File: src/rtl/fcau_pkg.sv
// shared types, constants and helper functions of the float compare/arith unit
// no dependencies; every other rtl file refers to this package by scoped names
package fcau_pkg;

  // operation codes carried on the input tuser
  localparam logic [3:0] OP_EQ  = 4'd0;
  localparam logic [3:0] OP_NE  = 4'd1;
  localparam logic [3:0] OP_LT  = 4'd2;
  localparam logic [3:0] OP_LE  = 4'd3;
  localparam logic [3:0] OP_GT  = 4'd4;
  localparam logic [3:0] OP_GE  = 4'd5;
  localparam logic [3:0] OP_ADD = 4'd6;
  localparam logic [3:0] OP_SUB = 4'd7;
  localparam logic [3:0] OP_MUL = 4'd8;
  localparam logic [3:0] OP_DIV = 4'd9;
  localparam logic [3:0] OP_OR  = 4'd10;
  localparam logic [3:0] OP_AND = 4'd11;

  localparam logic [31:0] QNAN  = 32'h7FC0_0000;
  localparam logic [31:0] ONE_F = 32'h3F80_0000;
  localparam logic [31:0] INF_F = 32'h7F80_0000;

  // quotient bits resolved in each divider stage, and number of such stages
  localparam int DIV_STEPS  = 4;
  localparam int DIV_STAGES = 7;

  typedef enum logic [1:0] {
    KIND_SPEC,
    KIND_ADD,
    KIND_MUL,
    KIND_DIV
  } kind_t;

  // unpacked operands, significands normalised to a leading one at bit 23
  typedef struct packed {
    kind_t              kind;
    logic [31:0]        spec_val;
    logic               sign_a;
    logic               sign_b;
    logic signed [10:0] exp_a;
    logic signed [10:0] exp_b;
    logic [23:0]        man_a;
    logic [23:0]        man_b;
  } unp_t;

  // working beat from the setup stage to rounding
  typedef struct packed {
    kind_t              kind;
    logic [31:0]        spec_val;
    logic               sign;
    logic               eff_sub;
    logic signed [10:0] expo;
    logic [27:0]        mant;
    logic               sticky;
    logic [25:0]        rem;
    logic [23:0]        aux;
    logic [4:0]         shamt;
  } work_t;

  // position of the highest set bit, zero for a zero word
  function automatic logic [4:0] msb_pos(input logic [27:0] v);
    logic [4:0] p;
    p = '0;
    for (int i = 0; i < 28; i++) begin
      if (v[i]) p = 5'(i);
    end
    return p;
  endfunction

endpackage

File: src/rtl/fcau_norm.sv
// sum normalisation: leading-one search and left shift, exact zero sums
// uses fcau_pkg
module fcau_norm (
  input  logic             clk,
  input  logic             rst,
  input  logic             in_valid,
  output logic             in_ready,
  input  fcau_pkg::work_t  in_data,
  output logic             out_valid,
  input  logic             out_ready,
  output fcau_pkg::work_t  out_data
);

  fcau_pkg::work_t d;
  logic [4:0] p;

  always_comb begin
    d = in_data;
    p = fcau_pkg::msb_pos(in_data.mant);
    if (in_data.kind == fcau_pkg::KIND_ADD) begin
      if (in_data.mant == 28'd0 && !in_data.sticky) begin
        d.kind     = fcau_pkg::KIND_SPEC;
        d.spec_val = '0;
      end else begin
        d.mant = in_data.mant << (5'd27 - p);
        d.expo = in_data.expo + $signed({6'd0, p}) - 11'sd26;
      end
    end
  end

  assign in_ready = !out_valid || out_ready;

  always_ff @(posedge clk) begin
    if (rst) begin
      out_valid <= 1'b0;
    end else if (in_ready) begin
      out_valid <= in_valid;
    end
  end

  always_ff @(posedge clk) begin
    if (in_ready) begin
      out_data <= d;
    end
  end

endmodule

File: config.mk
export PLATFORM = sky130hd
export DESIGN_NAME = fcau_norm
export DESIGN_NICKNAME = d
export VERILOG_FILES = /design/src/rtl/fcau_pkg.sv /design/src/rtl/fcau_norm.sv
export SDC_FILE = /design/constraint.sdc
export NUM_CORES = 1
export LEC_CHECK = 0
export ABC_AREA = 0
export BUFFER_PORTS_ARGS = -buffer_cell sky130_fd_sc_hd__clkbuf_2
export CAP_MARGIN = 25
export CORE_MARGIN = 2
export CORE_UTILIZATION = 54
export DETAILED_ROUTE_END_ITERATION = 8
export PLACE_DENSITY = 0.86
export SLEW_MARGIN = 20
export SYNTH_ARGS = -nofsm -noshare
export SYNTH_HDL_FRONTEND = slang
export SYNTH_SLANG_ARGS = --single-unit
File: constraint.sdc
create_clock -name clk -period 10.5 [get_ports clk]
set_input_delay 2.1 -clock clk [delete_from_list [all_inputs] [get_ports clk]]
set_output_delay 2.1 -clock clk [all_outputs]
set_load 0.02 [all_outputs]
# Yosys cells after proc, flatten, opt, wreduce, memory -nomap -nowiden
# Cells that the tools add are included.
totals:
  word_cells: 52
  input_bits: 135
  register_bits: 132
  output_inout_bits: 133
op_classes:
  mux: 31
  n_shift: 1
  eq_ne: 1
  n_addsub: 3
  reduce_logical: 5
op_table:
  columns: ["operator", "n"]
  rows:
  - ["$mux W5", 26]
  - ["$mux W39", 2]
  - ["$mux W34", 2]
  - ["$logic_not A28 Y1", 1]
  - ["$shl A28 B5 Y28", 1]
  - ["$add A11 B6 Y11", 1]
  - ["$sub A11 B6 Y11 const B", 1]
  - ["$sub A5 B5 Y5 const A", 1]
  - ["$eq A2 B1 Y1 const B", 1]
  - ["$logic_not A1 Y1", 2]
  - ["$logic_and A1 B1 Y1", 1]
  - ["$logic_or A1 B1 Y1", 1]
  - ["$mux W1", 1]

# Longest topological paths before layout
logic_depth:
  depth_word: 31
  mapped_depth: 20

# Least setup slack after synthesis
# OpenSTA, ideal clock, no wires.
synth_path:
  kind: "input to output"
  startpoint: "input out_ready"
  endpoint: "output in_ready"
  setup_slack_ps: 2982
  arrival_time_ps: 5418
  cell_stages: 1
  required_time_ps: 8400
  path_buffers: 0
  cell_sequence: "nand2b_1"
synth_via:
  elab_chain_len: 1
synth_lines:
  columns: ["element", "line", "source"]
  rows:
  - ["from (decl)", "fcau_norm.sv:10", "input logic out_ready,"]
  - ["$logic_or A1 B1 Y1", "fcau_norm.sv:31", "assign in_ready = !out_valid || out_ready;"]
  - ["to (decl)", "fcau_norm.sv:7", "output logic in_ready,"]
# No other way between the ends.

==> impl_metrics.tcl <==
set metrics [dict create \
    status "finished, final reports clean" \
    ir_drop_mv 0.103 \
    critical-path-top-delay-family "compound AO/OA/AOI/OAI gates" \
    vias 6452 \
    syn_area_per_cell_um2 11.4 \
    path_class "input port to flip-flop" \
    synth_top_area_cell "edfxtp_1" \
    worstPathArrival_ps 5870 \
    stdcell_count 1053 \
    layout.nets 1019 \
    synthTopCellsByArea "edfxtp_1, mux2i_1, and2_1, ha_1, o21ai_0" \
    hp-class "flip-flop to flip-flop" \
    skew_ps 12.9 \
    clk_latency_ps 410 \
    die-area_um2 14000 \
    leakage_nw 4.08 \
    drtIter0Drc 958 \
    seq_area_frac_synth 0.560 \
    syn_to_final_growth_pct 29.7 \
    wl_per_cell_um 23.1 \
    path_cells "clkbuf_2 -> or4_1 -> o21ai_0 -> buf_2 -> nor2_2 -> buf_4 -> inv_2 -> ha_1 -> inv_1 -> ha_1 -> a21o_1 -> a21oi_1 -> o21a_1 -> o21ai_0 -> a31oi_1 -> xnor2_1 -> nor2_1 -> xor2_1" \
    fin_area_um2 9170 \
    ctsResizeCount 0 \
    synth_top_flop_cell "edfxtp_1" \
    place_area_um2 8480 \
    synth-seq-cells 132 \
    remaining_drc_errors 0 \
    rsz0062_at_grt "false" \
    place.gp.congestion 1.06 \
    met3_usage 0.0907 \
    crit_fanout 21 \
    worstPathRequired_ps 10660 \
    portBuffers 267 \
    tritoncts "built" \
    drv_cap 0 \
    maxSlewViolCount 0 \
    cp-start-kind "input port" \
    final.setup.tns_ps 0 \
    num_io_pins 268 \
    drtPass1Iterations 9 \
    fp.coreArea_um2 12700 \
    hpwl_um 17600 \
    cpPeakStageDelay_ps 520 \
    grt-busiest-layer "met2" \
    worstPathBufferInverterCount 5 \
    die_y_um 118 \
    ant_nets 0 \
    fill_cells 910 \
    slowest_stage "or4_1" \
    synth_nets 768 \
    synth_most_common_cell "edfxtp_1" \
    grtUsageMet1 0.431 \
    antenna_found_initial 0 \
    post_route_cells_drive_above_1_share 0.373 \
    synthDominantCellAreaShare 0.557 \
    final-setup-viol-count 0 \
    clk_pin_slew_ps 60 \
    rows 41 \
    tightestPinTransition_ps 1090 \
    clock_path_buffers 2 \
    grt_max_degree 81 \
    hold_violations 0 \
    fmax_ghz 0.175 \
    dp_cells 1020 \
    yosysUniqueCellTypes 66 \
    grt_pass1_vias 6068 \
    post_cts_buffers 0 \
    numClockSinks 132 \
    htree_levels 4 \
    synthTopCellsByCount "edfxtp_1, nand2_1, and2_1, o21ai_0" \
    cp-end-kind "flip-flop" \
    root_buffer "clkbuf_16" \
    cts_buffers 17 \
    powerDensity_nw_per_um2 175 \
    hold_buffers 0 \
    period_needed_ps 5710 \
    yosysWarningCount 0 \
    slew_headroom 0.270 \
    vias_per_cell 6.13 \
    diodes 0 \
    grt_util_met2 0.576 \
    start_util 0.558 \
    total_power_mw 1.61 \
    track_usage 0.346 \
    mappedNetlistArea_um2 7060 \
    grt_pass1_wl_um 36500 \
    synth_edf_count 131 \
    die_w_um 118 \
    synth_cells 617 \
    synthArstFlopShare 0 \
    period_share 0.544 \
    globalRoute.totalOverflow 0 \
    wl_um 24400 \
]
-- final timing paths --
| check | start | end | slack, ps | cells past startpoint |
|---|---|---|---|---|
| worst min-delay path | out_valid | out_valid | 1070 | 2 |
| worst max-delay path | in_data[78] | out_data[94] | 4790 | 18 |
| worst min register to register | out_valid | out_valid | 1070 | 2 |
| worst max register to register | out_valid | out_data[122] | 8310 | 2 |
-- final cells by class --
| type | instances | area (um^2) | area share |
|---|---|---|---|
| inverter | 29 | 109 | 0.0119 |
| timing repair buffer | 274 | 1390 | 0.151 |
| sequential | 132 | 3950 | 0.431 |
| tap | 172 | 215 | 0.0235 |
| multi-input combinational | 414 | 2830 | 0.308 |
| clock inverter | 14 | 246 | 0.0269 |
| clock buffer | 18 | 429 | 0.0468 |
-- cell usage in the layout, fill, tap and decap left out, types with 15 or more instances in the layout --
cell / synthesis / routed
edfxtp_1: 131 / 131
o21ai_0: 34 / 34
nor3_1: 27 / 27
and2_1: 34 / 34
clkbuf_2: 0 / 267
nor2_1: 29 / 29
mux2i_1: 26 / 26
clkbuf_16: 0 / 17
a21oi_1: 29 / 29
nand3_1: 16 / 16
ha_1: 15 / 15
nand2_1: 39 / 39
inv_1: 27 / 27
-- state kept, by name, summed over array words and instances (netlist names) --
| name | flops |
|---|---|
| out_data | 131 |
| out_valid | 1 |
-- worst min-delay path, cell delays in order (launching register included) --
cell	delay, ps
dfxtp_1	340
nand2b_4	530
a21oi_1	140
-- metal layers --
metal  part of all wire  up-vias  wire (um)
li1                   -     2864          -
met1               0.36     3073       8820
met5                  0        -          0
met3               0.11       69       2600
met4              0.036        0        871
met2               0.50      446      12100
-- per-stage QoR --
stage / setup WS [ps] / hold WS (ps) / utilization
2_1_floorplan: 2980 / 2170 / -
3_3_place_gp: 4240 / 1040 / 0.670
3_5_place_dp: 4190 / 1070 / 0.670
4_1_cts: 4600 / 1080 / 0.723
5_1_grt: 4510 / 1160 / 0.723
6_report: 4790 / 1070 / 0.723
-- power by group --
part	leakage (nW)	total (mW)	switching, mW	internal [mW]
combinational	2.38	0.287	0.190	0.0972
clock	0.330	0.675	0.226	0.449
sequential	1.37	0.644	0.0138	0.630
total	4.08	1.61	0.429	1.18
-- logic make-up after synthesis --
group,count (synthesis),share of synthesized area
buf+inv,71,0.0432
simple gates,189,0.142
xor+xnor,10,0.0124
flops,132,0.560
mux,31,0.0448
compound gates,168,0.169
fa+ha+maj,16,0.0294
Note: power is estimated with default switching activity, not from simulation.
