File: src/rtl/fcau_pkg.sv
// shared types, constants and helper functions of the float compare/arith unit
// no dependencies; every other rtl file refers to this package by scoped names
package fcau_pkg;

  // operation codes carried on the input tuser
  localparam logic [3:0] OP_EQ  = 4'd0;
  localparam logic [3:0] OP_NE  = 4'd1;
  localparam logic [3:0] OP_LT  = 4'd2;
  localparam logic [3:0] OP_LE  = 4'd3;
  localparam logic [3:0] OP_GT  = 4'd4;
  localparam logic [3:0] OP_GE  = 4'd5;
  localparam logic [3:0] OP_ADD = 4'd6;
  localparam logic [3:0] OP_SUB = 4'd7;
  localparam logic [3:0] OP_MUL = 4'd8;
  localparam logic [3:0] OP_DIV = 4'd9;
  localparam logic [3:0] OP_OR  = 4'd10;
  localparam logic [3:0] OP_AND = 4'd11;

  localparam logic [31:0] QNAN  = 32'h7FC0_0000;
  localparam logic [31:0] ONE_F = 32'h3F80_0000;
  localparam logic [31:0] INF_F = 32'h7F80_0000;

  // quotient bits resolved in each divider stage, and number of such stages
  localparam int DIV_STEPS  = 4;
  localparam int DIV_STAGES = 7;

  typedef enum logic [1:0] {
    KIND_SPEC,
    KIND_ADD,
    KIND_MUL,
    KIND_DIV
  } kind_t;

  // unpacked operands, significands normalised to a leading one at bit 23
  typedef struct packed {
    kind_t              kind;
    logic [31:0]        spec_val;
    logic               sign_a;
    logic               sign_b;
    logic signed [10:0] exp_a;
    logic signed [10:0] exp_b;
    logic [23:0]        man_a;
    logic [23:0]        man_b;
  } unp_t;

  // working beat from the setup stage to rounding
  typedef struct packed {
    kind_t              kind;
    logic [31:0]        spec_val;
    logic               sign;
    logic               eff_sub;
    logic signed [10:0] expo;
    logic [27:0]        mant;
    logic               sticky;
    logic [25:0]        rem;
    logic [23:0]        aux;
    logic [4:0]         shamt;
  } work_t;

  // position of the highest set bit, zero for a zero word
  function automatic logic [4:0] msb_pos(input logic [27:0] v);
    logic [4:0] p;
    p = '0;
    for (int i = 0; i < 28; i++) begin
      if (v[i]) p = 5'(i);
    end
    return p;
  endfunction

endpackage

File: src/rtl/fcau_prep.sv
// stage 2: significand product, add operand ordering, divider set-up
// uses fcau_pkg
module fcau_prep (
  input  logic             clk,
  input  logic             rst,
  input  logic             in_valid,
  output logic             in_ready,
  input  fcau_pkg::unp_t   in_data,
  output logic             out_valid,
  input  logic             out_ready,
  output fcau_pkg::work_t  out_data
);

  fcau_pkg::work_t d;
  logic [47:0] prod;
  logic a_big, ge;
  logic signed [10:0] diff;

  always_comb begin
    prod  = in_data.man_a * in_data.man_b;
    a_big = (in_data.exp_a > in_data.exp_b) ||
            ((in_data.exp_a == in_data.exp_b) && (in_data.man_a >= in_data.man_b));
    diff  = a_big ? (in_data.exp_a - in_data.exp_b) : (in_data.exp_b - in_data.exp_a);
    ge    = in_data.man_a >= in_data.man_b;

    d.kind     = in_data.kind;
    d.spec_val = in_data.spec_val;
    d.sign     = in_data.sign_a ^ in_data.sign_b;
    d.eff_sub  = in_data.sign_a != in_data.sign_b;
    d.expo     = '0;
    d.mant     = '0;
    d.sticky   = 1'b0;
    d.rem      = '0;
    d.aux      = '0;
    d.shamt    = (diff > 11'sd31) ? 5'd31 : diff[4:0];

    case (in_data.kind)
      fcau_pkg::KIND_ADD: begin
        d.sign = a_big ? in_data.sign_a : in_data.sign_b;
        d.expo = a_big ? in_data.exp_a : in_data.exp_b;
        d.mant = {1'b0, (a_big ? in_data.man_a : in_data.man_b), 3'd0};
        d.aux  = a_big ? in_data.man_b : in_data.man_a;
      end
      fcau_pkg::KIND_MUL: begin
        if (prod[47]) begin
          d.expo   = in_data.exp_a + in_data.exp_b + 11'sd1;
          d.mant   = prod[47:20];
          d.sticky = |prod[19:0];
        end else begin
          d.expo   = in_data.exp_a + in_data.exp_b;
          d.mant   = prod[46:19];
          d.sticky = |prod[18:0];
        end
      end
      fcau_pkg::KIND_DIV: begin
        d.rem  = ge ? {2'd0, in_data.man_a} : {1'b0, in_data.man_a, 1'b0};
        d.expo = in_data.exp_a - in_data.exp_b - (ge ? 11'sd0 : 11'sd1);
        d.aux  = in_data.man_b;
      end
      default: ;
    endcase
  end

  assign in_ready = !out_valid || out_ready;

  always_ff @(posedge clk) begin
    if (rst) begin
      out_valid <= 1'b0;
    end else if (in_ready) begin
      out_valid <= in_valid;
    end
  end

  always_ff @(posedge clk) begin
    if (in_ready) begin
      out_data <= d;
    end
  end

endmodule

File: config.mk
export PLATFORM = sky130hd
export DESIGN_NAME = fcau_prep
export DESIGN_NICKNAME = d
export VERILOG_FILES = /design/src/rtl/fcau_pkg.sv /design/src/rtl/fcau_prep.sv
export SDC_FILE = /design/constraint.sdc
export NUM_CORES = 2
export LEC_CHECK = 0
export BUFFER_PORTS_ARGS = -buffer_cell sky130_fd_sc_hd__buf_2
export CAP_MARGIN = 20
export CELL_PAD_IN_SITES_DETAIL_PLACEMENT = 0
export CELL_PAD_IN_SITES_GLOBAL_PLACEMENT = 2
export CORE_UTILIZATION = 35
export CTS_CLUSTER_DIAMETER = 40
export DETAILED_ROUTE_END_ITERATION = 7
export PLACE_DENSITY_LB_ADDON = 0.1
export SKIP_LAST_GASP = 1
export SLEW_MARGIN = 20
export SYNTH_ARGS = -nofsm -noshare
export SYNTH_HDL_FRONTEND = slang
export SYNTH_SLANG_ARGS = --single-unit
File: constraint.sdc
create_clock -name clk -period 21.4 [get_ports clk]
set_input_delay 6.42 -clock clk [delete_from_list [all_inputs] [get_ports clk]]
set_output_delay 6.42 -clock clk [all_outputs]
set_load 0.03 [all_outputs]
# Word-level counts from Yosys, hierarchy flattened
# Index checks and enable logic that the tools add are counted.
[totals]
reg_bits = 132
in_bits = 110
wordCells = 49
[classes]
n_addsub = 5
multipliers = 1
order_cmp = 3
eq_ne = 5
muxes = 12
bitwise_logic = 2
n_reduce_logical = 8
[op_table]
columns = ["operator", "count"]
rows = [
  ["24-bit 2-to-1 mux", 3],
  ["28-bit one-hot mux with 2 select lines", 1],
  ["24-bit by 24-bit multiplier with 48-bit output", 1],
  ["24-bit one-hot mux with 2 select lines", 1],
  ["40-bit 2-to-1 mux", 1],
  ["11-bit one-hot mux with 3 select lines", 1],
  ["24-bit >= comparator", 1],
  ["11-bit 2-to-1 mux", 2],
  ["11-bit subtractor", 2],
  ["20-bit OR reduction", 1],
  ["19-bit OR reduction", 1],
  ["11-bit adder", 1],
  ["11-bit by 2-bit adder with 11-bit output, second input constant", 1],
  ["11-bit equality test", 1],
  ["11-bit greater-than comparator", 1],
  ["11-bit by 6-bit greater-than comparator with 1-bit output, second input constant", 1],
  ["11-bit by 2-bit subtractor with 11-bit output", 1],
  ["2-bit equality test, second input constant", 2],
  ["1-bit 2-to-1 mux", 3],
  ["2-bit by 1-bit equality test with 1-bit output, second input constant", 1],
  ["1-bit logical OR", 2],
  ["2-bit AND reduction", 1],
  ["2-bit OR reduction", 1],
  ["1-bit logical AND", 1],
  ["other kinds (4)", 4],
]

# Longest topological paths before layout
[depth]
depth_word = 5
ltp_mapped = 31
mapped_depth_nobuf = 26

# Worst setup path after synthesis
# Ideal clock, no wire load.
[synth_path]
kind = "input-to-output"
from = "in out_ready"
to = "out in_ready"
arrival_ns = 9.784
slack_ns = 5.196
path_stages = 1
path_cell_list = "nand2b_1"
[synth_between]
elab_chain_cells = 1
[synth_lines]
columns = ["element", "line", "text"]
rows = [
  ["start, declared", "fcau_prep.sv:10", "input logic out_ready,"],
  ["1-bit logical OR", "fcau_prep.sv:64", "assign in_ready = !out_valid || out_ready;"],
  ["end, declared", "fcau_prep.sv:7", "output logic in_ready,"],
]
# Every way passes these cells.

==> results.sh <==
export IMPL_outcome="finished clean"
export IMPL_clock_fmax_ghz=0.0695
export IMPL_cts_root_buf="clkbuf_16"
export IMPL_ys_seq_area_share_pct=14.2
export IMPL_synthFlopType="edfxtp_1"
export IMPL_postLayoutCellArea_mm2=0.0302
export IMPL_final_antenna_net_count=0
export IMPL_yosys_register_bits=131
export IMPL_fillers=8025
export IMPL_tightest_slew_ns=1.05
export IMPL_die_w_um=283
export IMPL_portBuffers=241
export IMPL_ys_types=83
export IMPL_synthArstFlopShare_pct=0
export IMPL_clock_latency_ns=0.48
export IMPL_cts_setup_buffers=0
export IMPL_crit_required_ns=21.61
export IMPL_timing_final_crit_share_pct=67.3
export IMPL_htree_levels=4
export IMPL_cts_hold_buf=0
export IMPL_yosysWarnings=0
export IMPL_endpoint_kind="flop"
export IMPL_io_pins=243
export IMPL_period_needed_ns=14.40
export IMPL_grtUsageTotal_pct=23.8
export IMPL_core_rowCount=102
export IMPL_hold_depth=1
export IMPL_cts_tree="done"
export IMPL_clk_pin_slew_ns=0.07
export IMPL_synth_edf_count=130
export IMPL_clock_sinks=131
export IMPL_ctsLongestPathBuffers=2
export IMPL_die_h_um=283
export IMPL_final_nets=3961
export IMPL_grt_pass1_wl_mm=143
export IMPL_rsz0062_at_grt="false"
export IMPL_diodes=0
export IMPL_reg2reg_depth=2
export IMPL_holdPathEnd="out_data[117]"
export IMPL_setup_violations=0
export IMPL_cts_buffers=17
export IMPL_hold_viol=0
export IMPL_hp_start="out_valid"
export IMPL_max_cap_viol_count=0
export IMPL_grt_overflow=0
export IMPL_gp_congestion=0.911
export IMPL_critPathKind="in -> reg"
export IMPL_min_path_type="reg -> reg"
export IMPL_ff_latch_area_mm2=0.00392
export IMPL_dr_pass1_iters=5
export IMPL_fin_worst_hold_slack_ns=1.24
export IMPL_avgSynthCellArea_um2=9.18
export IMPL_slew_headroom_pct=30.1
export IMPL_grt_pass1_vias=22400
export IMPL_critical_path_arrival_ns=14.61
export IMPL_clock_skew_ns=0.0129
export IMPL_cts_resized=0
export IMPL_syn_inst=3009
export IMPL_r2r_end="out_data[129]"
export IMPL_path_max_fanout=29
export IMPL_vias_per_cell=5.09
export IMPL_dp_hpwl_mm=70.4
export IMPL_place_area_mm2=0.0296
export IMPL_syn_to_final_growth_pct=9.11
export IMPL_drcViolationCount=0
export IMPL_synth_nets=3864
export IMPL_drv_slew=0
export IMPL_layout_drive_gt1_share_pct=9.97
export IMPL_first_iter_violations=1353
export IMPL_grt_max_degree=71
export IMPL_vias=21200
export IMPL_wl_per_cell_um=22.3
export IMPL_coreArea_mm2=0.0778
export IMPL_antenna_found_initial=2
export IMPL_r2r_start="out_valid"
export IMPL_start_util_pct=35.5
export IMPL_drt_wl_total_mm=92.8
export IMPL_design_die_area_mm2=0.0801
export IMPL_r2r_slack_ns=19.00
export IMPL_synth_area_mm2=0.0276
export IMPL_multi_input_area_mm2=0.0207
export IMPL_critPathLaunchType="input pin"
export IMPL_setup_tns_final_ns=0
placed cells by master, fill, tap and decap left out, drive strengths merged, types with 20 or more instances in the layout:
cell / instances
a21o: 22
nand3: 22
fa: 485
o21ai: 59
a21oi: 82
nand2: 425
edfxtp: 130
o22ai: 20
buf: 252
ha: 260
nor2: 66
xor2: 34
xnor2: 48
and2: 237
inv: 633
nor3: 23
a21boi: 26
a22o: 24
a31oi: 22
mux2i: 52
synthesized netlist by cell type, types with 5 or more instances:
cell	n	area share, %
inv_1	622	8.4
fa_1	485	35
nand2_1	425	5.8
ha_1	260	12
and2_1	237	5.4
clkbuf_1	158	2.1
edfxtp_1	130	14
a21oi_1	80	1.4
nor2_1	66	0.90
o21ai_0	54	0.98
mux2i_1	52	1.9
xnor2_1	48	1.5
xor2_1	33	1.0
a21boi_0	25	0.68
a22o_1	24	0.76
a21o_1	22	0.60
a31oi_1	22	0.50
nand3_1	22	0.40
nor3_1	22	0.40
o22ai_1	20	0.45
nand2b_1	17	0.38
and3_1	11	0.25
o21bai_1	11	0.30
nand4_1	10	0.23
o211ai_1	9	0.24
o21a_1	9	0.24
buf_2	8	0.14
nor2b_1	8	0.18
or3_1	8	0.18
or4_1	7	0.19
a22oi_1	6	0.16
nor4_1	6	0.14
a211oi_1	5	0.14
area by class of cell:
cell class,count,area share [%]
multi-input cells,2079,68.7
flip-flops and latches,131,13.0
inverters,625,7.78
well taps,1040,4.32
repair buffers,252,4.27
clock buffers,17,1.41
clock inverters,15,0.548
flip-flops by register name, summed over array words and instances, names as in the netlist:
| name | flops |
|---|---|
| out_valid | 1 |
| out_data | 130 |
critical path, cell delays in order:
cell and delay, ns:
buf_2 0.59, and2_1 0.26, fa_1 0.42, fa_1 0.55, inv_1 0.06, fa_1 0.53
inv_1 0.05, fa_1 0.50, inv_1 0.06, fa_1 0.53, inv_1 0.05, fa_1 0.49
inv_1 0.06, fa_1 0.49, inv_1 0.11, ha_1 0.41, a21oi_4 0.21, o21a_1 0.18
o221ai_2 0.12, or3b_1 0.41, o21ai_2 0.34, o21ai_2 0.14, xor2_4 0.53, buf_4 0.47
nor2_1 0.19, a221o_1 0.38
per-stage QoR:
step | utilization [%] | std cells | setup WS [ns]
2_1_floorplan | - | 3009 | 5.20
3_3_place_gp | 38.0 | 4127 | 6.55
3_5_place_dp | 38.0 | 4127 | 6.50
4_1_cts | 38.7 | 4159 | 6.99
5_1_grt | 38.7 | 4159 | 6.68
6_report | 38.7 | 4159 | 7.00
worst max path at each step:
stage / startpoint / endpoint / cells after the start
after floorplan: out_ready / in_ready / 1
after global placement: in_data[36] / out_data[74] / 27
after detailed placement: in_data[40] / out_data[74] / 26
after CTS: in_data[40] / out_data[72] / 26
after global routing: in_data[40] / out_data[72] / 26
final: in_data[40] / out_data[72] / 26
kinds of logic after synthesis:
| family | count (synthesis) | share of synthesized area [%] |
|---|---|---|
| multiplexers | 56 | 2.05 |
| buffers and inverters | 799 | 11.0 |
| AND/OR/NAND/NOR | 856 | 14.9 |
| other | 1 | 0.0136 |
| flip-flops | 131 | 14.2 |
| adder cells (fa/ha/maj) | 745 | 46.9 |
| AO/OA/AOI/OAI | 339 | 8.27 |
| XOR/XNOR | 82 | 2.63 |
routing by layer:
metal  up-vias  track usage, %  routed length (µm)
met3        67            3.85                4860
met5         -               0                   0
met2       581            37.3               42300
met4         0            5.30                1640
met1     11000            34.3               44100
li1       9501               -                   -
Power is not shown: default switching activity piles up to over one toggle a cycle in this logic, so the estimate is an artifact.
