<file path="config.mk">
export PLATFORM = sky130hd
export DESIGN_NAME = fcau_round
export DESIGN_NICKNAME = d
export VERILOG_FILES = /design/src/rtl/fcau_pkg.sv /design/src/rtl/fcau_round.sv
export SDC_FILE = /design/constraint.sdc
export NUM_CORES = 1
export LEC_CHECK = 0
export BUFFER_PORTS_ARGS = -buffer_cell sky130_fd_sc_hd__buf_2
export CAP_MARGIN = 15
export CORE_ASPECT_RATIO = 2
export CORE_MARGIN = 3
export CORE_UTILIZATION = 35
export DETAILED_ROUTE_END_ITERATION = 10
export SLEW_MARGIN = 0
export SYNTH_ARGS = -nofsm -noshare
export SYNTH_HDL_FRONTEND = slang
export SYNTH_SLANG_ARGS = --single-unit
</file>
<file path="constraint.sdc">
create_clock -name clk -period 5.9 [get_ports clk]
set_input_delay 0.295 -clock clk [delete_from_list [all_inputs] [get_ports clk]]
set_output_delay 0.295 -clock clk [all_outputs]
set_load 0.005 [all_outputs]
</file>
<file path="src/rtl/fcau_pkg.sv">
// shared types, constants and helper functions of the float compare/arith unit
// no dependencies; every other rtl file refers to this package by scoped names
package fcau_pkg;

  // operation codes carried on the input tuser
  localparam logic [3:0] OP_EQ  = 4'd0;
  localparam logic [3:0] OP_NE  = 4'd1;
  localparam logic [3:0] OP_LT  = 4'd2;
  localparam logic [3:0] OP_LE  = 4'd3;
  localparam logic [3:0] OP_GT  = 4'd4;
  localparam logic [3:0] OP_GE  = 4'd5;
  localparam logic [3:0] OP_ADD = 4'd6;
  localparam logic [3:0] OP_SUB = 4'd7;
  localparam logic [3:0] OP_MUL = 4'd8;
  localparam logic [3:0] OP_DIV = 4'd9;
  localparam logic [3:0] OP_OR  = 4'd10;
  localparam logic [3:0] OP_AND = 4'd11;

  localparam logic [31:0] QNAN  = 32'h7FC0_0000;
  localparam logic [31:0] ONE_F = 32'h3F80_0000;
  localparam logic [31:0] INF_F = 32'h7F80_0000;

  // quotient bits resolved in each divider stage, and number of such stages
  localparam int DIV_STEPS  = 4;
  localparam int DIV_STAGES = 7;

  typedef enum logic [1:0] {
    KIND_SPEC,
    KIND_ADD,
    KIND_MUL,
    KIND_DIV
  } kind_t;

  // unpacked operands, significands normalised to a leading one at bit 23
  typedef struct packed {
    kind_t              kind;
    logic [31:0]        spec_val;
    logic               sign_a;
    logic               sign_b;
    logic signed [10:0] exp_a;
    logic signed [10:0] exp_b;
    logic [23:0]        man_a;
    logic [23:0]        man_b;
  } unp_t;

  // working beat from the setup stage to rounding
  typedef struct packed {
    kind_t              kind;
    logic [31:0]        spec_val;
    logic               sign;
    logic               eff_sub;
    logic signed [10:0] expo;
    logic [27:0]        mant;
    logic               sticky;
    logic [25:0]        rem;
    logic [23:0]        aux;
    logic [4:0]         shamt;
  } work_t;

  // position of the highest set bit, zero for a zero word
  function automatic logic [4:0] msb_pos(input logic [27:0] v);
    logic [4:0] p;
    p = '0;
    for (int i = 0; i < 28; i++) begin
      if (v[i]) p = 5'(i);
    end
    return p;
  endfunction

endpackage

</file>
<file path="src/rtl/fcau_round.sv">
// final stage: gradual underflow shift, round to nearest even, packing
// uses fcau_pkg
module fcau_round (
  input  logic             clk,
  input  logic             rst,
  input  logic             in_valid,
  output logic             in_ready,
  input  fcau_pkg::work_t  in_data,
  output logic             out_valid,
  input  logic             out_ready,
  output logic [31:0]      result
);

  logic ovf, tiny, g, rest, inc;
  logic signed [10:0] shd, ebias;
  logic [4:0] sh;
  logic [59:0] wide;
  logic [27:0] m2;
  logic [23:0] q;
  logic [30:0] base, r;
  logic [31:0] res;

  always_comb begin
    ovf   = in_data.expo > 11'sd127;
    tiny  = in_data.expo < -11'sd126;
    shd   = -11'sd126 - in_data.expo;
    sh    = !tiny ? 5'd0 : ((shd > 11'sd31) ? 5'd31 : shd[4:0]);
    wide  = {in_data.mant, 32'd0} >> sh;
    m2    = wide[59:32];
    q     = m2[27:4];
    g     = m2[3];
    rest  = (|m2[2:0]) | (|wide[31:0]) | in_data.sticky;
    inc   = g & (rest | q[0]);
    ebias = in_data.expo + 11'sd126;
    base  = tiny ? 31'd0 : {ebias[7:0], 23'd0};
    r     = base + {7'd0, q} + {30'd0, inc};
    if (ovf || r >= fcau_pkg::INF_F[30:0]) r = fcau_pkg::INF_F[30:0];
    res = (in_data.kind == fcau_pkg::KIND_SPEC) ? in_data.spec_val : {in_data.sign, r};
  end

  assign in_ready = !out_valid || out_ready;

  always_ff @(posedge clk) begin
    if (rst) begin
      out_valid <= 1'b0;
    end else if (in_ready) begin
      out_valid <= in_valid;
    end
  end

  always_ff @(posedge clk) begin
    if (in_ready) begin
      result <= res;
    end
  end

endmodule

</file>
After elaboration in Yosys (flattened, before gate mapping)

Cells that the tools add are included.

Output and inout bits: 34
Flip-flop bits (word level): 33
Logic and storage cells: 26
Input bits: 135

Muxes and demuxes: 5
Reductions and logical operators: 6
Bitwise logic cells: 4
$add $sub $neg: 4
Shift operators: 1
Order comparisons: 4

Operator list:

| kind                  | count |
|---|---|
| $mux 31               | 2 |
| $shr 60x5->60         | 1 |
| $mux 32               | 1 |
| $reduce_or 32->1      | 1 |
| $add 31x1->31         | 1 |
| $add 31x24->31        | 1 |
| $ge 31x31->1 const B  | 1 |
| $gt 11x6->1 const B   | 1 |
| $gt 11x8->1 const B   | 1 |
| $lt 11x8->1 const B   | 1 |
| $sub 8x11->11 const A | 1 |
| $mux 5                | 2 |
| $add 8x8->8 const B   | 1 |
| $or 1x1->1            | 3 |
| $reduce_or 3->1       | 1 |
| $logic_not 2->1       | 1 |
| $logic_or 1x1->1      | 2 |
| $and 1x1->1           | 1 |
| $logic_not 1->1       | 1 |

Longest topological paths before layout

Depth in word-level cells: 15
Gate-level depth with buffers: 24
Depth with buffers taken out: 19

Worst setup path before layout

OpenSTA, ideal clock, no wires.

Path kind: input-to-reg
From: in in_data[86] in the netlist's numbering
To: reg result[13] (data pin)
Library setup time: 0.257 ns
Stages on the path: 22
Required time: 5.643 ns
Path slack: 0.874 ns
Buffers on the path: 3
Arrival: 4.770 ns
Path through: buf_2 inv_1 ha_1 nor2b_1 nor2_1 o311a_1 o211ai_2 nand2_1 buf_2 mux4_2 o22ai_1 nor2_1 a311oi_2 inv_1 ha_1 nor3b_1 a21oi_2 nor2b_1 xor2_1 o41ai_4 buf_4 o21ai_1

Cells in the longest elaborated chain, start to end: 15
Elaborated cells on any way between the ends: 21
Those cells by class: 4 x add/sub; 4 x order compare; 1 x shift; 5 x mux; 4 x bitwise; 3 x reduce/logical

RTL lines:

| element                                                                 | line             | source |
|---|---|---|
| start: declaration                                                      | fcau_round.sv:8  | `input fcau_pkg::work_t in_data,` |
| parallel branches: the longest is 13 deep, another holds $add 31x24->31 | n/a              |  |
| $mux 31 *                                                               | fcau_round.sv:37 | `if (ovf \|\| r >= fcau_pkg::INF_F[30:0]) r = fcau_pkg::INF_F[30:0];` |
| $mux 32 *                                                               | fcau_round.sv:38 | `res = (in_data.kind == fcau_pkg::KIND_SPEC) ? in_data.spec_val : {in_data.sign, r};` |
| net res[13]                                                             | fcau_round.sv:21 | `logic [31:0] res;` |
| end signal: assignment                                                  | fcau_round.sv:53 | `result <= res;` |
| end: declaration                                                        | fcau_round.sv:11 | `output logic [31:0] result` |

Mark *: on every way through the listed nets, which the timed path passes.
A chain may end at the register's enable or synchronous reset.

Worst setup path after layout

From: in in_data[85] in the netlist's numbering
To: reg result[21] (data pin)

Same word-level chain as after synthesis.

==> key figures <==
CTS
  • CTS root buffer: clkbuf_16
  • Clock sink count: 33
  • Reg clk slew, reported paths: 50 ps
  • Inserted Clock Buffers: 5
  • CTS tree: done
  • Buffer count from post-CTS setup fixing: 0
  • PostCTS Resize Cnt: 0
  • Skew-Pair Late Insertion Delay: 270 ps
  • CTS Buffer Depth: 2
  • CTS HTree Levels: 2
  • Cts hold-fix bufs: 0

STA
  • Worst-Margin Slew: around 930 ps
  • Final Setup Violations: 0
  • RSZ-0062 raised after global routing: no
  • Relative slew slack: 38.0%
  • Final Max Tran Viols: 0
  • Fmax: 0.184 GHz
  • Worst-case clock skew: about 6.9 ps
  • Final Hold Viols: 0
  • Fin crit period: about 5400 ps
  • Post-route clock period utilization: 92.0%
  • Setup TNS: 0 ps

Setup path
  • Critical path origin: in_data[85]
  • Worst flop-to-flop path startpoint: out_valid$_SDFFE_PP0P_
  • WP data arrival: about 5400 ps
  • Worst setup SP type: input port
  • Critical path endpoint: result[21]$_DFFE_PP_
  • Max FO, Critical Path: 21
  • Worst R2R Setup Slack: 4800 ps
  • Worst path cell trace: buf_2 -> ha_1 -> nor2b_1 -> nor2_1 -> o311a_1 -> buf_4 -> o211ai_2 -> nand2_1 -> o211ai_2 -> a21oi_1 -> a2111oi_2 -> a32oi_1 -> nor3b_1 -> a21oi_2 -> xnor2_1 -> nand3_1 -> o41ai_4 -> buf_12 -> o31ai_2
  • Top delay family on crit path: compound AO/OA/AOI/OAI gates
  • Worst R2R Path Depth: 2
  • CP max stage cell: a2111oi_2
  • Worst path max stage delay: 660 ps
  • WP buf/inv: 3
  • Crit path kind: in2reg
  • CP endpoint kind: flop
  • CP dominant cell by count: o211ai_2
  • Crit. path cell count: 19
  • R2r endpoint: result[17]$_DFFE_PP_
  • CP Data Required Time: 5910 ps

Run
  • Number of max-cap violations: 0

Die
  • Starting Density: a little over a third
  • I/O pin count: between 150 and 200
  • Die ar.: approximately 18000 um2
  • Die width: ~95 um
  • Die outline height: ~180 um
  • Std-Cell Rows: 64
  • Core Region: between 15000 and 20000 um2

Drt
  • WL/cell: 20.1 um
  • Via count: ~6600
  • DRT antenna net count: 0
  • DR vias/cell: about 6.0
  • DRC: 0
  • DR iter-0 viols: about 300
  • WL final: approximately 22 mm
  • DRT Pass-1 Iters: 7

Pwr
  • Max VDD drop: 0.131 mV
  • Power Density: roughly 180 nW/um2
  • Leakage: 2.77 nW
  • Total Power: around 0.0012 W

Yosys
  • Area leader, netlist: edfxtp_1
  • Average cell area after synthesis: 7.50 um2
  • Post-synth cell types: between 100 and 150
  • Most frequent cell after synthesis: nand2_1
  • Post-synth EDFFs: 32
  • Mapped Cells: between 700 and 800
  • Synth warn: 0
  • Top cells by area, synth: edfxtp_1 (17%), nand2_1 (6.0%), a21oi_1 (4.6%)
  • Syn nets: just under 900
  • Mapped cell area: 5600 um2
  • Register area share after synthesis: 17.5%
  • Post-synth top cells: nand2_1 (90), nor2_1 (65), a21oi_1 (51)
  • Synth Flop Type: edfxtp_1
  • Synth async-reset ratio: 0%
  • #FFs+latches synth: 33
  • Share of the synthesized area in the top cell type: 17.2%

Status
  • Outcome: finished clean

Placement
  • IO Port Bufs: about 110
  • Final HPWL DP: around 18 mm
  • GP Congestion: 1.03
  • Placed cell area: between 6000 and 7000 um2

Finish
  • Filler instances: between 1500 and 2000
  • Util after Layout: between 40% and 50%
  • Area growth syn-to-layout: 24.3%
  • ANT cells: 0
  • Post-route cell area: ~7000 um2
  • Fraction of layout cells with a size suffix above 1: roughly 29%
  • Nets: approximately 1000

GRT
  • Initial antenna violation count: 0
  • GRT Overall Usage: 24.9%
  • Total grt overflow: 0
  • First-pass GRT wire length: 34.3 mm
  • Largest net degree at the start of global routing: 35
  • Via count of the first global-routing pass: 6544

Min path
  • HP Class: in2reg
==> stage by stage <==
step / cells / hold WS [ps] / setup slack (ps)
finish: 1097 / 170 / 472
global route: 1097 / 159 / 77.3
CTS: 1097 / 163 / 507
detailed placement: 1090 / 452 / 236
global placement: 1090 / 451 / 255
floorplan: 747 / 364 / 874
==> cell usage in the layout, fill, tap and decap left out, types with 5 or more instances in the layout <==
cell / synthesis / layout
and3_1: 10 / 10
mux2_2: 6 / 6
clkbuf_16: 0 / 5
a211o_1: 7 / 7
nor2_1: 65 / 64
a22oi_1: 7 / 7
nand3_1: 43 / 43
a22o_1: 5 / 5
o211ai_1: 6 / 6
a21oi_1: 51 / 51
and2_1: 14 / 14
nor2b_1: 5 / 5
nand4_1: 13 / 13
edfxtp_1: 32 / 32
buf_4: 3 / 78
mux2i_1: 18 / 18
o31ai_2: 6 / 6
a211oi_1: 14 / 14
nand2_1: 90 / 90
xnor2_1: 24 / 24
o31a_1: 5 / 5
buf_2: 12 / 112
nor3_1: 33 / 33
a221oi_1: 5 / 5
o21ai_0: 36 / 36
inv_1: 11 / 11
xor2_1: 13 / 13
o22ai_1: 6 / 6
nor4_1: 8 / 8
or3_1: 5 / 5
ha_1: 9 / 9
a32oi_1: 5 / 5
o21ai_1: 29 / 29
nand2b_1: 5 / 5
==> layout make-up <==
class	instances	area [um2]	share of cell area, %
multi-input cells	654	4330	62.2
clock inverters	1	3.75	0.0539
inverters	11	41.3	0.593
flip-flops and latches	33	981	14.1
well taps	198	248	3.56
clock buffers	6	129	1.85
repair buffers	194	1230	17.6
==> metal layers <==
layer  vias up  share of wire (%)  GRT usage (%)
met5         -                  0              0
met4         0                7.1           17.3
met3        95                4.7           1.87
met2       277                 52           45.4
met1      3014                 36           26.1
li1       3179                  -              -
==> report_power, final <==
part / total, W / internal, W / switching (W)
clock network: 0.000233 / 0.000152 / 0.0000808
registers: 0.000301 / 0.000295 / 0.00000544
logic: 0.000713 / 0.000285 / 0.000428
total: 0.00125 / 0.000732 / 0.000514
==> flip-flops by register name (all words and copies together), names as in the netlist <==
register and count:
result 32, out_valid 1
==> cell families after synthesis <==
| logic type | share of synthesized area (%) |
|---|---|
| flip-flops | 17.5 |
| AND/OR/NAND/NOR | 30.2 |
| AO/OA/AOI/OAI | 34.0 |
| buffers and inverters | 5.16 |
| adder cells (fa/ha/maj) | 2.01 |
| multiplexers | 5.03 |
| XOR/XNOR | 6.08 |
==> worst min-delay path by stage <==
stage	start	end	slack [ps]	depth (start not counted)
after global routing	rst	out_valid$_SDFFE_PP0P_	160	2
after global placement	rst	out_valid$_SDFFE_PP0P_	450	2
after detailed placement	rst	out_valid$_SDFFE_PP0P_	450	2
after floorplan	rst	out_valid$_SDFFE_PP0P_	360	1
after CTS	rst	out_valid$_SDFFE_PP0P_	160	2
final	rst	out_valid$_SDFFE_PP0P_	170	2
Power figures use the tool's default switching activity.
