===== config.mk =====
export PLATFORM = sky130hd
export DESIGN_NAME = fcau_div_step
export DESIGN_NICKNAME = d
export VERILOG_FILES = /design/src/rtl/fcau_pkg.sv /design/src/rtl/fcau_div_step.sv
export SDC_FILE = /design/constraint.sdc
export NUM_CORES = 1
export LEC_CHECK = 0
export ABC_CLOCK_PERIOD_IN_PS = 47200
export BUFFER_PORTS_ARGS = -buffer_cell sky130_fd_sc_hd__buf_2
export CORE_MARGIN = 2
export CORE_UTILIZATION = 59
export DETAILED_ROUTE_END_ITERATION = 10
export MAX_ROUTING_LAYER = met4
export PLACE_DENSITY = 0.87
export SLEW_MARGIN = 20
export SYNTH_ARGS = -nofsm -noshare
export SYNTH_HDL_FRONTEND = slang
export SYNTH_SLANG_ARGS = --single-unit
export TNS_END_PERCENT = 10

===== constraint.sdc =====
create_clock -name clk -period 47.2 [get_ports clk]
set_input_delay 14.16 -clock clk [delete_from_list [all_inputs] [get_ports clk]]
set_output_delay 14.16 -clock clk [all_outputs]
set_load 0.1 [all_outputs]

===== src/rtl/fcau_pkg.sv =====
// shared types, constants and helper functions of the float compare/arith unit
// no dependencies; every other rtl file refers to this package by scoped names
package fcau_pkg;

  // operation codes carried on the input tuser
  localparam logic [3:0] OP_EQ  = 4'd0;
  localparam logic [3:0] OP_NE  = 4'd1;
  localparam logic [3:0] OP_LT  = 4'd2;
  localparam logic [3:0] OP_LE  = 4'd3;
  localparam logic [3:0] OP_GT  = 4'd4;
  localparam logic [3:0] OP_GE  = 4'd5;
  localparam logic [3:0] OP_ADD = 4'd6;
  localparam logic [3:0] OP_SUB = 4'd7;
  localparam logic [3:0] OP_MUL = 4'd8;
  localparam logic [3:0] OP_DIV = 4'd9;
  localparam logic [3:0] OP_OR  = 4'd10;
  localparam logic [3:0] OP_AND = 4'd11;

  localparam logic [31:0] QNAN  = 32'h7FC0_0000;
  localparam logic [31:0] ONE_F = 32'h3F80_0000;
  localparam logic [31:0] INF_F = 32'h7F80_0000;

  // quotient bits resolved in each divider stage, and number of such stages
  localparam int DIV_STEPS  = 4;
  localparam int DIV_STAGES = 7;

  typedef enum logic [1:0] {
    KIND_SPEC,
    KIND_ADD,
    KIND_MUL,
    KIND_DIV
  } kind_t;

  // unpacked operands, significands normalised to a leading one at bit 23
  typedef struct packed {
    kind_t              kind;
    logic [31:0]        spec_val;
    logic               sign_a;
    logic               sign_b;
    logic signed [10:0] exp_a;
    logic signed [10:0] exp_b;
    logic [23:0]        man_a;
    logic [23:0]        man_b;
  } unp_t;

  // working beat from the setup stage to rounding
  typedef struct packed {
    kind_t              kind;
    logic [31:0]        spec_val;
    logic               sign;
    logic               eff_sub;
    logic signed [10:0] expo;
    logic [27:0]        mant;
    logic               sticky;
    logic [25:0]        rem;
    logic [23:0]        aux;
    logic [4:0]         shamt;
  } work_t;

  // position of the highest set bit, zero for a zero word
  function automatic logic [4:0] msb_pos(input logic [27:0] v);
    logic [4:0] p;
    p = '0;
    for (int i = 0; i < 28; i++) begin
      if (v[i]) p = 5'(i);
    end
    return p;
  endfunction

endpackage


===== src/rtl/fcau_div_step.sv =====
// one divider stage: a few restoring quotient steps, other beats pass untouched
// uses fcau_pkg
module fcau_div_step (
  input  logic             clk,
  input  logic             rst,
  input  logic             in_valid,
  output logic             in_ready,
  input  fcau_pkg::work_t  in_data,
  output logic             out_valid,
  input  logic             out_ready,
  output fcau_pkg::work_t  out_data
);

  fcau_pkg::work_t d;
  logic q;

  always_comb begin
    d = in_data;
    q = 1'b0;
    if (in_data.kind == fcau_pkg::KIND_DIV) begin
      for (int i = 0; i < fcau_pkg::DIV_STEPS; i++) begin
        q = d.rem >= {2'd0, d.aux};
        if (q) d.rem = d.rem - {2'd0, d.aux};
        d.mant = {d.mant[26:0], q};
        d.rem  = {d.rem[24:0], 1'b0};
      end
    end
  end

  assign in_ready = !out_valid || out_ready;

  always_ff @(posedge clk) begin
    if (rst) begin
      out_valid <= 1'b0;
    end else if (in_ready) begin
      out_valid <= in_valid;
    end
  end

  always_ff @(posedge clk) begin
    if (in_ready) begin
      out_data <= d;
    end
  end

endmodule


### Word level (Yosys, flattened, before mapping)

Index checks and enable logic that the tools add are counted.

* input bits: 135
* output and inout port bits: 133
* register bits after elaboration: 132

* reductions and logical operators: 2
* mux-type cells: 9
* $add $sub $neg: 4
* equality and inequality tests: 1
* order comparisons: 4

Operators with widths (number)
* $mux 25: 7
* $ge 26x24->1: 4
* $sub 25x24->25: 4
* $mux 28: 1
* $mux 26: 1
* $eq 2x2->1 const B: 1
* $logic_not 1->1: 1
* $logic_or 1x1->1: 1

### Longest topological paths before layout

Gate-level depths: netlist of run 1.

* depth in word-level cells: 12
* mapped depth: 52

### Worst setup path after synthesis of run 1

No wires, ideal clock.

* path kind: input port to output port
* from: input out_ready
* to: output in_ready
* required time: 33.040 ns
* stages: 1
* slack: 15.005 ns
* buffers on the path: 0
* arrival: 18.035 ns
* cells stage by stage: nand2b_1

* longest elaborated chain between the ends: 1

RTL lines
* from (decl): RTL line fcau_div_step.sv:10 `input logic out_ready,`
* $logic_or 1x1->1: RTL line fcau_div_step.sv:30 `assign in_ready = !out_valid || out_ready;`
* to (decl): RTL line fcau_div_step.sv:7 `output logic in_ready,`

No other way between the ends.

### Worst setup path in the final report of run 1

Ends and elaborated chain as after synthesis.

==> metrics.yaml, run 1 <==
outcome: "completed"
numCtsBuffers: 17
gr-total-overflow: 0
ys_warn_count: 0
core_um2: 18000
cp_max_fo: 60
drtPass1Iterations: 9
hpwlAfterDp_mm: 27.7
cts-root-buf: "clkbuf_16"
end_kind: "output pin"
grt_antenna_before_repair: 0
met2_length_mm: 17.5
avgSynthCellArea_um2: 9.17
grt_pass1_wl_mm: 56.0
cp_top_family: "buffers and inverters"
path_cells: "buf_2, nand2b_4, buf_2"
yosysSeqAreaShare_pct: 36.4
critPathKind: "input pin to output pin"
vdd_drop_max_mv: 0.0474
grt_pass1_vias: 10400
min_to: "out_valid"
max_freq_mhz: 33.8
clk-insertion-delay-late_ps: 420
place_congestion: 0.995
netlist.area_leader.share_pct: 36.2
period_needed_ps: 29590
yosysUniqueCellTypes: 74
startpoint: "out_ready"
startpoint_type: "input pin"
pwr_density_cell_nw_per_um2: 78.0
power_leakage_uw: 0.00597
io_buffer_count: 267
relSlewSlack_pct: 33.0
hold_path.class: "flip-flop to flip-flop"
initial_utilization_pct: 60.3
drv_cap: 0
route.top_layer_used: "met4"
cts_max_level: 4
vias: 11100
hold_start: "out_valid"
boundaryPins: 268
worst_hold_path.num_cells: 2
ys_ff_latch: 132
cp_slowest_cell: "nand2b_4"
met1_length_mm: 13.3
ant_nets: 0
grt_max_degree: 75
die_w_um: 140
finalMaxSlewViolations: 0
synth-edff-count: 131
rsz0062_at_grt: "false"
die_h_um: 140
area_delta_synth_final_pct: 19.8
finClkSkew_ps: 9.24
grt_util_all_layers_pct: 37.5
cts_tree: "built"
post-route-period-util_pct: 62.7
clock-sinks: 132
wire_per_inst_um: 21.8
r2r_start: "out_valid"
routed_wirelength_mm: 36.6
rrSetupSlack_ps: 44930
cts_buffer_depth: 2
cp_num_buf_inv: 2
synthCells: 1184
finalCoreUtilization_pct: 72.2
final_nets: 1667
cts_resized: 0
dieArea_um2: 19500
drt-initial-drc-count: 1339
cpPeakStageDelay_ps: 610
ys_async_sr_fraction_pct: 0
yosys.area.top_type: "edfxtp_1"
post-cts-setup-buffer-count: 0
worst_slew_pin_slew_ps: 1010
whs_ps: 1140
ys_top_cells_by_area: "edfxtp_1 (36%), ha_1 (11%), nand2_1 (5.5%)"
r2r_end: "out_data[53]"
syn_area_um2: 10900
cp.required_ps: 33040
hold_viol: 0
fin_tns_setup_ps: 0
placementRows: 49
r2r_cells: 2
hold_buffers: 0
arrival_ps: 15430
drcViolationCount: 0
viasPerCell: 6.60
wl_met3_mm: 4.09
post_route_cells_drive_above_1_share_pct: 24.2
worst_path_most_repeated_cell: "buf_2"
setup_violations: 0
clk_transition_reported_paths_ps: 70
ys_dominant_reg_cell: "edfxtp_1"
syn-num-nets: 1415
-- report_power, final --
part           internal (µW)  total (µW)  switching, µW
clock network           80.6         137           56.3
logic                    238         720            482
registers                152         157           5.39
total                    471        1010            544
-- how the worst max path moves through the flow --
stage                to  slack [ps]  cells after the start
4_1_cts        in_ready       17620                      3
6_report       in_ready       17610                      3
5_1_grt        in_ready       17530                      3
2_1_floorplan  in_ready       15010                      1
3_5_place_dp   in_ready       17620                      3
3_3_place_gp   in_ready       17640                      3
-- worst register-to-register path, cell delays in order, from the launching register on --
cell and delay, ps:
dfxtp_1 340, nand2b_4 570, buf_4 860
-- cells in the mapped netlist (4+ instances only) --
| cell | count |
|---|---|
| nand2_1 | 159 |
| edfxtp_1 | 131 |
| a21oi_1 | 96 |
| ha_1 | 94 |
| nor2_1 | 69 |
| o21ai_0 | 69 |
| inv_1 | 63 |
| xnor2_1 | 46 |
| o211ai_1 | 43 |
| clkbuf_1 | 37 |
| a21o_1 | 34 |
| nand3_1 | 25 |
| nor3_1 | 25 |
| xor2_1 | 25 |
| nand2b_1 | 21 |
| mux2_2 | 18 |
| o21a_1 | 17 |
| nand4_1 | 14 |
| or3_1 | 14 |
| o221ai_1 | 13 |
| a31oi_1 | 12 |
| a221o_1 | 10 |
| o31ai_1 | 9 |
| and3b_1 | 8 |
| nor2b_1 | 8 |
| o21bai_1 | 8 |
| a211oi_1 | 7 |
| and2_1 | 7 |
| a211o_1 | 6 |
| o211a_1 | 6 |
| mux2i_1 | 5 |
| o31a_1 | 5 |
| and3_1 | 4 |
| nor4_1 | 4 |
| o22ai_1 | 4 |
| o311ai_0 | 4 |
| or2_2 | 4 |
-- cell families (layout without fill, tap and decap cells) --
family,after synthesis,in the layout,share of synthesized area (%)
other,0,1,0
AND/OR/NAND/NOR,376,376,16.3
multiplexers,24,24,2.47
XOR/XNOR,71,71,5.73
buffers and inverters,106,371,3.80
AO/OA/AOI/OAI,379,379,24.1
flip-flops,132,132,36.4
adder cells (fa/ha/maj),96,96,11.2
-- per-layer routing --
metal,global-route usage [%],up-vias
met3,7.09,154
met4,15.5,0
met2,61.7,808
met1,45.6,5137
li1,-,4975
met5,-,-
-- cell type report --
type	count	area (µm²)
Multi-Input combinational cell	946	6520
Fill cell	1304	5010
Sequential cell	132	3950
Timing Repair Buffer	276	1400
Clock buffer	17	425
Tap cell	229	287
Inverter	63	236
Clock inverter	15	186
Antenna cell	1	2.50
-- metrics by stage --
stage / area [µm²] / setup slack (ps) / cells / total power [µW]
floorplan: 10900 / 15010 / 1184 / 710
global route: 13000 / 17530 / 1678 / 1070
global placement: 12400 / 17640 / 1646 / 828
detailed placement: 12400 / 17620 / 1646 / 847
finish: 13000 / 17610 / 1679 / 1010
CTS: 13000 / 17620 / 1678 / 992
-- layout by cell type, fill, tap and decap left out, types with 18 or more instances in the layout --
master and count:
a21o_1 34, a21oi_1 96, buf_2 267, edfxtp_1 131, ha_1 94, inv_1 63, mux2_2 18, nand2_1 158
nand2b_1 20, nand3_1 25, nor2_1 69, nor3_1 25, o211ai_1 43, o21ai_0 69, xnor2_1 46, xor2_1 25
-- flip-flops by register name, summed over array words and instances, names as in the netlist --
name       count
out_data     131
out_valid      1
Note: power is estimated with default switching activity, not from simulation.
==> run 2: changes to the inputs <==
Settings changed: ABC_AREA set to 1, ABC_CLOCK_PERIOD_IN_PS 47200 to 24200, CORE_UTILIZATION 59 to 50, PLACE_DENSITY 0.87 to 0.78.
Clock period 47.2 ns to 24.2 ns, I/O delays scaled along.
==> run 2 against run 1 <==
Against the previous run:
- hold slack lost 100 ps
- worst setup slack lost 10000 ps
- sequential share of layout area shrank 0.84 points
- critical path type is now input pin to flip-flop
- critical endpoint is now out_data[49]
- largest cell class unchanged
- highest routed layer unchanged
==> metrics.yaml, run 2 <==
outcome: "completed"
hold_buffers: 0
yosysSeqAreaShare_pct: 35.0
startpoint_type: "input pin"
routed_wirelength_mm: 37.8
area_delta_synth_final_pct: 18.5
placementRows: 54
dieArea_um2: 23800
vdd_drop_max_mv: 0.0663
vias: 11300
multi_input_area_um2: 6410
synth-edff-count: 131
hold_viol: 0
ys_async_sr_fraction_pct: 0
netlist.area_leader.share_pct: 34.9
finalCoreUtilization_pct: 60.9
layout_common_cells: "nand2_1 (487), buf_2 (267), inv_1 (181)"
r2r_end: "out_data[34]"
worst_path_most_repeated_cell: "nand2_1"
grt_util_all_layers_pct: 32.4
yosysMostFrequentCell: "nand2_1"
avgSynthCellArea_um2: 7.46
top_regs: "out_data x131, out_valid x1"
cp.required_ps: 24380
drt-initial-drc-count: 922
boundaryPins: 268
yosys.area.top_type: "edfxtp_1"
numCtsBuffers: 17
drtPass1Iterations: 5
final_nets: 2003
finClkSkew_ps: 11.9
power_leakage_uw: 0.00688
place_congestion: 1.03
worst_hold_path.num_cells: 2
cts_resized: 0
worst_slew_pin_slew_ps: 1010
r2r_start: "out_valid"
regMostFlops: "out_data"
clk-insertion-delay-late_ps: 430
ys_top_cells_by_area: "edfxtp_1 (35%), nand2_1 (16%), ha_1 (10%)"
grt_max_degree: 81
cts_max_level: 4
r2r_cells: 2
relSlewSlack_pct: 32.8
core_um2: 22000
syn-num-nets: 1744
post_route_cells_drive_above_1_share_pct: 19.7
cpPeakStageDelay_ps: 630
ant_nets: 0
io_buffer_count: 267
ys_dominant_reg_cell: "edfxtp_1"
max_freq_mhz: 59.1
clk_transition_reported_paths_ps: 70
period_needed_ps: 16930
grt_pass1_vias: 11000
die_h_um: 154
critPathKind: "input pin to flip-flop"
cts_buffer_depth: 2
drv_cap: 0
hpwlAfterDp_mm: 30.7
wire_per_inst_um: 18.3
seq_area_um2: 3950
p_total_uw: 2020
ys_warn_count: 0
end_kind: "flip-flop"
post-route-period-util_pct: 70.0
setup_violations: 0
post-cts-setup-buffer-count: 0
synthCells: 1513
cp_max_fo: 39
finalMaxSlewViolations: 0
drcViolationCount: 0
final.fill_count: 1991
cp_slowest_cell: "inv_2"
pwr_density_cell_nw_per_um2: 151
syn_area_um2: 11300
gr-total-overflow: 0
rsz0062_at_grt: "false"
arrival_ps: 17110
viasPerCell: 5.49
yosysUniqueCellTypes: 49
fin_tns_setup_ps: 0
ys_ff_latch: 132
final_common_cell: "nand2_1"
cts-root-buf: "clkbuf_16"
hold_start: "out_valid"
largest_reg_flops: 131
grt_pass1_wl_mm: 57.9
die_w_um: 154
grt_antenna_before_repair: 2
rrSetupSlack_ps: 21990
clock-sinks: 132
hold_path.class: "flip-flop to flip-flop"
cts_tree: "built"
initial_utilization_pct: 51.4
min_to: "out_valid"
synth_top_cells_by_count: "nand2_1 (489), inv_1 (181), edfxtp_1 (131), a21oi_1 (105), ha_1 (94)"
run 2: layout make-up:
class | count | area share, %
sequential | 132 | 29.5
inverter | 198 | 5.57
clock buffer | 17 | 3.18
tap | 280 | 2.62
clock inverter | 15 | 1.00
multi-input combinational | 1154 | 47.9
antenna | 2 | 0.0374
timing repair buffer | 269 | 10.1
run 2: routing by layer:
layer | track usage (%) | part of all wire, % | vias up
li1 | - | - | 5535
met1 | 39.6 | 41 | 5209
met2 | 53.9 | 47 | 523
met3 | 5.55 | 8.2 | 82
met4 | 12.1 | 3.5 | 0
met5 | - | 0 | -
run 2: how the worst max path moves through the flow:
stage          cells past startpoint      endpoint  slack (ps)   startpoint
6_report                          49  out_data[49]        7270  in_data[18]
5_1_grt                           51  out_data[45]        6340  in_data[21]
4_1_cts                           55  out_data[49]        7480  in_data[18]
3_5_place_dp                      55  out_data[49]        7070  in_data[18]
3_3_place_gp                      52  out_data[45]        7270  in_data[18]
2_1_floorplan                      2      in_ready        6260    out_ready
run 2: metrics by stage:
step / cell area (µm²) / setup slack (ps) / instances / hold slack, ps
detailed placement: 12800 / 7070 / 2033 / 1050
finish: 13400 / 7270 / 2067 / 1040
CTS: 13400 / 7480 / 2065 / 1050
global route: 13400 / 6340 / 2067 / 1110
floorplan: 11300 / 6260 / 1513 / 4340
global placement: 12800 / 7270 / 2033 / 1010
run 2: report_power, final:
part	switching [µW]	internal, µW
logic	1030	444
clock network	112	136
registers	10.7	297
run 2: cell families after synthesis:
logic type	synth area share [%]
adders and majority gates	10.8
and+or+nand+nor	26.9
xor gates and xnor gates	6.44
DFF	35.0
buffers and inverters	8.23
AOI/OAI and AO/OA	12.6
run 2: worst max-delay path: cells and delay by family:
kind / cells / cell delay [ps]
compound gates: 16 / 3100
fa+ha+maj: 4 / 1620
buf+inv: 8 / 1450
simple gates: 21 / 3630
==> run 3: changes to the inputs <==
Settings changed: ABC_CLOCK_PERIOD_IN_PS 24200 to 13730.
Clock period 24.2 ns to 13.73 ns, I/O delays scaled along.
==> run 3 against run 2 <==
Against the previous run:
- register-to-register slack got worse by 11000 ps
- clock-buffer cell count is the same
- design area is 0.49% higher
- power increased by 77%
- global-route usage decreased by 0.20 points
- sequential share of layout area is 0.14 points lower
- sequential cell count did not move
- critical path depth grew 5
- via count up 0.47%
- sequential power increased by 78%
- critical endpoint is now out_data[35]
- largest cell class unchanged
- largest power group unchanged
==> metrics.yaml, run 3 (synthesized netlist as in run 2, its figures left out) <==
core_um2: 22000
worst_slew_pin_slew_ps: 976
top_regs: "out_data x131, out_valid x1"
finalMaxSlewViolations: 0
switchingPower_uw: 2020
max_freq_mhz: 78.7
place_ws_ps: 725
routed_wirelength_mm: 37.5
area_delta_synth_final_pct: 19.1
grt_antenna_before_repair: 4
grt_pass1_vias: 10800
grt_util_all_layers_pct: 32.2
numCtsBuffers: 17
finClkSkew_ps: 10.4
rsz0062_at_grt: "false"
die_w_um: 154
hpwlAfterDp_mm: 30.8
cp_slowest_cell: "ha_1"
regMostFlops: "out_data"
grt_max_degree: 71
post-cts-setup-buffer-count: 0
drtPass1Iterations: 7
drt-initial-drc-count: 892
pwr_density_cell_nw_per_um2: 266
cts_resized: 0
worst_path_most_repeated_cell: "nand2_1"
post_route_cells_drive_above_1_share_pct: 20.1
cpPeakStageDelay_ps: 420
power_frac_comb_pct: 72.6
vdd_drop_max_mv: 0.118
outcome: "completed"
initial_utilization_pct: 51.4
ant_nets: 0
critPathKind: "input pin to flip-flop"
cts_max_level: 4
hold_path.class: "flip-flop to flip-flop"
r2r_end: "out_data[111]"
clock-sinks: 132
period_needed_ps: 12710
grt_pass1_wl_mm: 57.6
final.fill_count: 2024
end_kind: "flip-flop"
rrSetupSlack_ps: 11470
p_seq_share_pct: 15.2
viasPerCell: 5.49
layout_setup_ws_ps: 1020
drv_cap: 0
fin_tns_setup_ps: 0
setup_violations: 0
cts_tree: "built"
io_buffer_count: 267
dieArea_um2: 23800
startpoint_type: "input pin"
r2r_cells: 2
clk_transition_reported_paths_ps: 70
p_total_uw: 3580
r2r_start: "out_valid"
boundaryPins: 268
cp.required_ps: 13900
switching_share_pct: 56.5
place_congestion: 1.02
vias: 11400
final_common_cell: "nand2_1"
clock_power_share_pct: 12.2
largest_reg_flops: 131
endpoint: "out_data[35]"
cp_max_fo: 26
wire_per_inst_um: 18.1
final_nets: 2011
hold_buffers: 0
post-route-period-util_pct: 92.5
cts_buffer_depth: 2
placementRows: 54
cts-root-buf: "clkbuf_16"
clk-insertion-delay-late_ps: 420
hold_viol: 0
startpoint: "in_data[14]"
relSlewSlack_pct: 34.9
drcViolationCount: 0
arrival_ps: 12880
placed_cell_area_um2: 12900
stdcell_area_um2: 13400
internal_power_uw: 1560
die_h_um: 154
power_leakage_uw: 0.00692
layout_common_cells: "nand2_1 (487), buf_2 (267), inv_1 (181)"
gr-total-overflow: 0
-- run 3: changes by cell type in the layout (fill, tap and decap cells not counted) --
cell and change:
buf_4 +8, diode_2 +2, clkinv_4 +1, inv_6 -1
-- run 3: stage by stage --
stage                     hold slack, ps  std cells  utilization [%]
final                               1210       2077             61.2
after detailed placement            1230       2041             58.6
after global placement              1210       2041             58.6
after global routing                1310       2077             61.2
after CTS                           1240       2073             61.2
after floorplan                     4190       1513                -
-- run 3: worst min path at each step --
stage,startpoint,end,cells past startpoint
2_1_floorplan,rst,out_valid,1
3_3_place_gp,out_valid,out_valid,2
3_5_place_dp,out_valid,out_valid,2
4_1_cts,out_valid,out_valid,2
5_1_grt,out_valid,out_valid,2
6_report,out_valid,out_valid,2
-- run 3: area by class of cell --
class	count	area [µm²]	area share, %
Multi-Input combinational cell	1154	6410	47.7
Sequential cell	132	3950	29.4
Timing Repair Buffer	277	1410	10.5
Inverter	198	746	5.55
Clock buffer	17	425	3.16
Tap cell	280	350	2.61
Clock inverter	15	134	0.996
Antenna cell	4	10.0	0.0744
-- run 3: worst max-delay path: cells and delay by family --
| kind | cells | cell delay (ps) |
|---|---|---|
| AND/OR/NAND/NOR | 27 | 3700 |
| AO/OA/AOI/OAI | 14 | 2500 |
| buffers and inverters | 9 | 1050 |
| adder cells (fa/ha/maj) | 4 | 1450 |
-- run 3: power groups by stage --
stage	registers [µW]	logic (µW)	clock network, µW
final	546	2600	436
after global routing	551	2840	458
after CTS	547	2550	444
after detailed placement	554	2530	0
after global placement	556	2510	0
after floorplan	998	1620	0
-- run 3: layer usage --
| layer | global-route usage, % | vias to the layer above | share of wire (%) | routed length (µm) |
|---|---|---|---|---|
| met5 | - | - | 0 | 0 |
| met4 | 9.03 | 0 | 2.3 | 853 |
| met3 | 5.30 | 56 | 8.3 | 3120 |
| met2 | 54.1 | 496 | 48 | 18100 |
| met1 | 40.3 | 5285 | 41 | 15400 |
| li1 | - | 5565 | - | - |
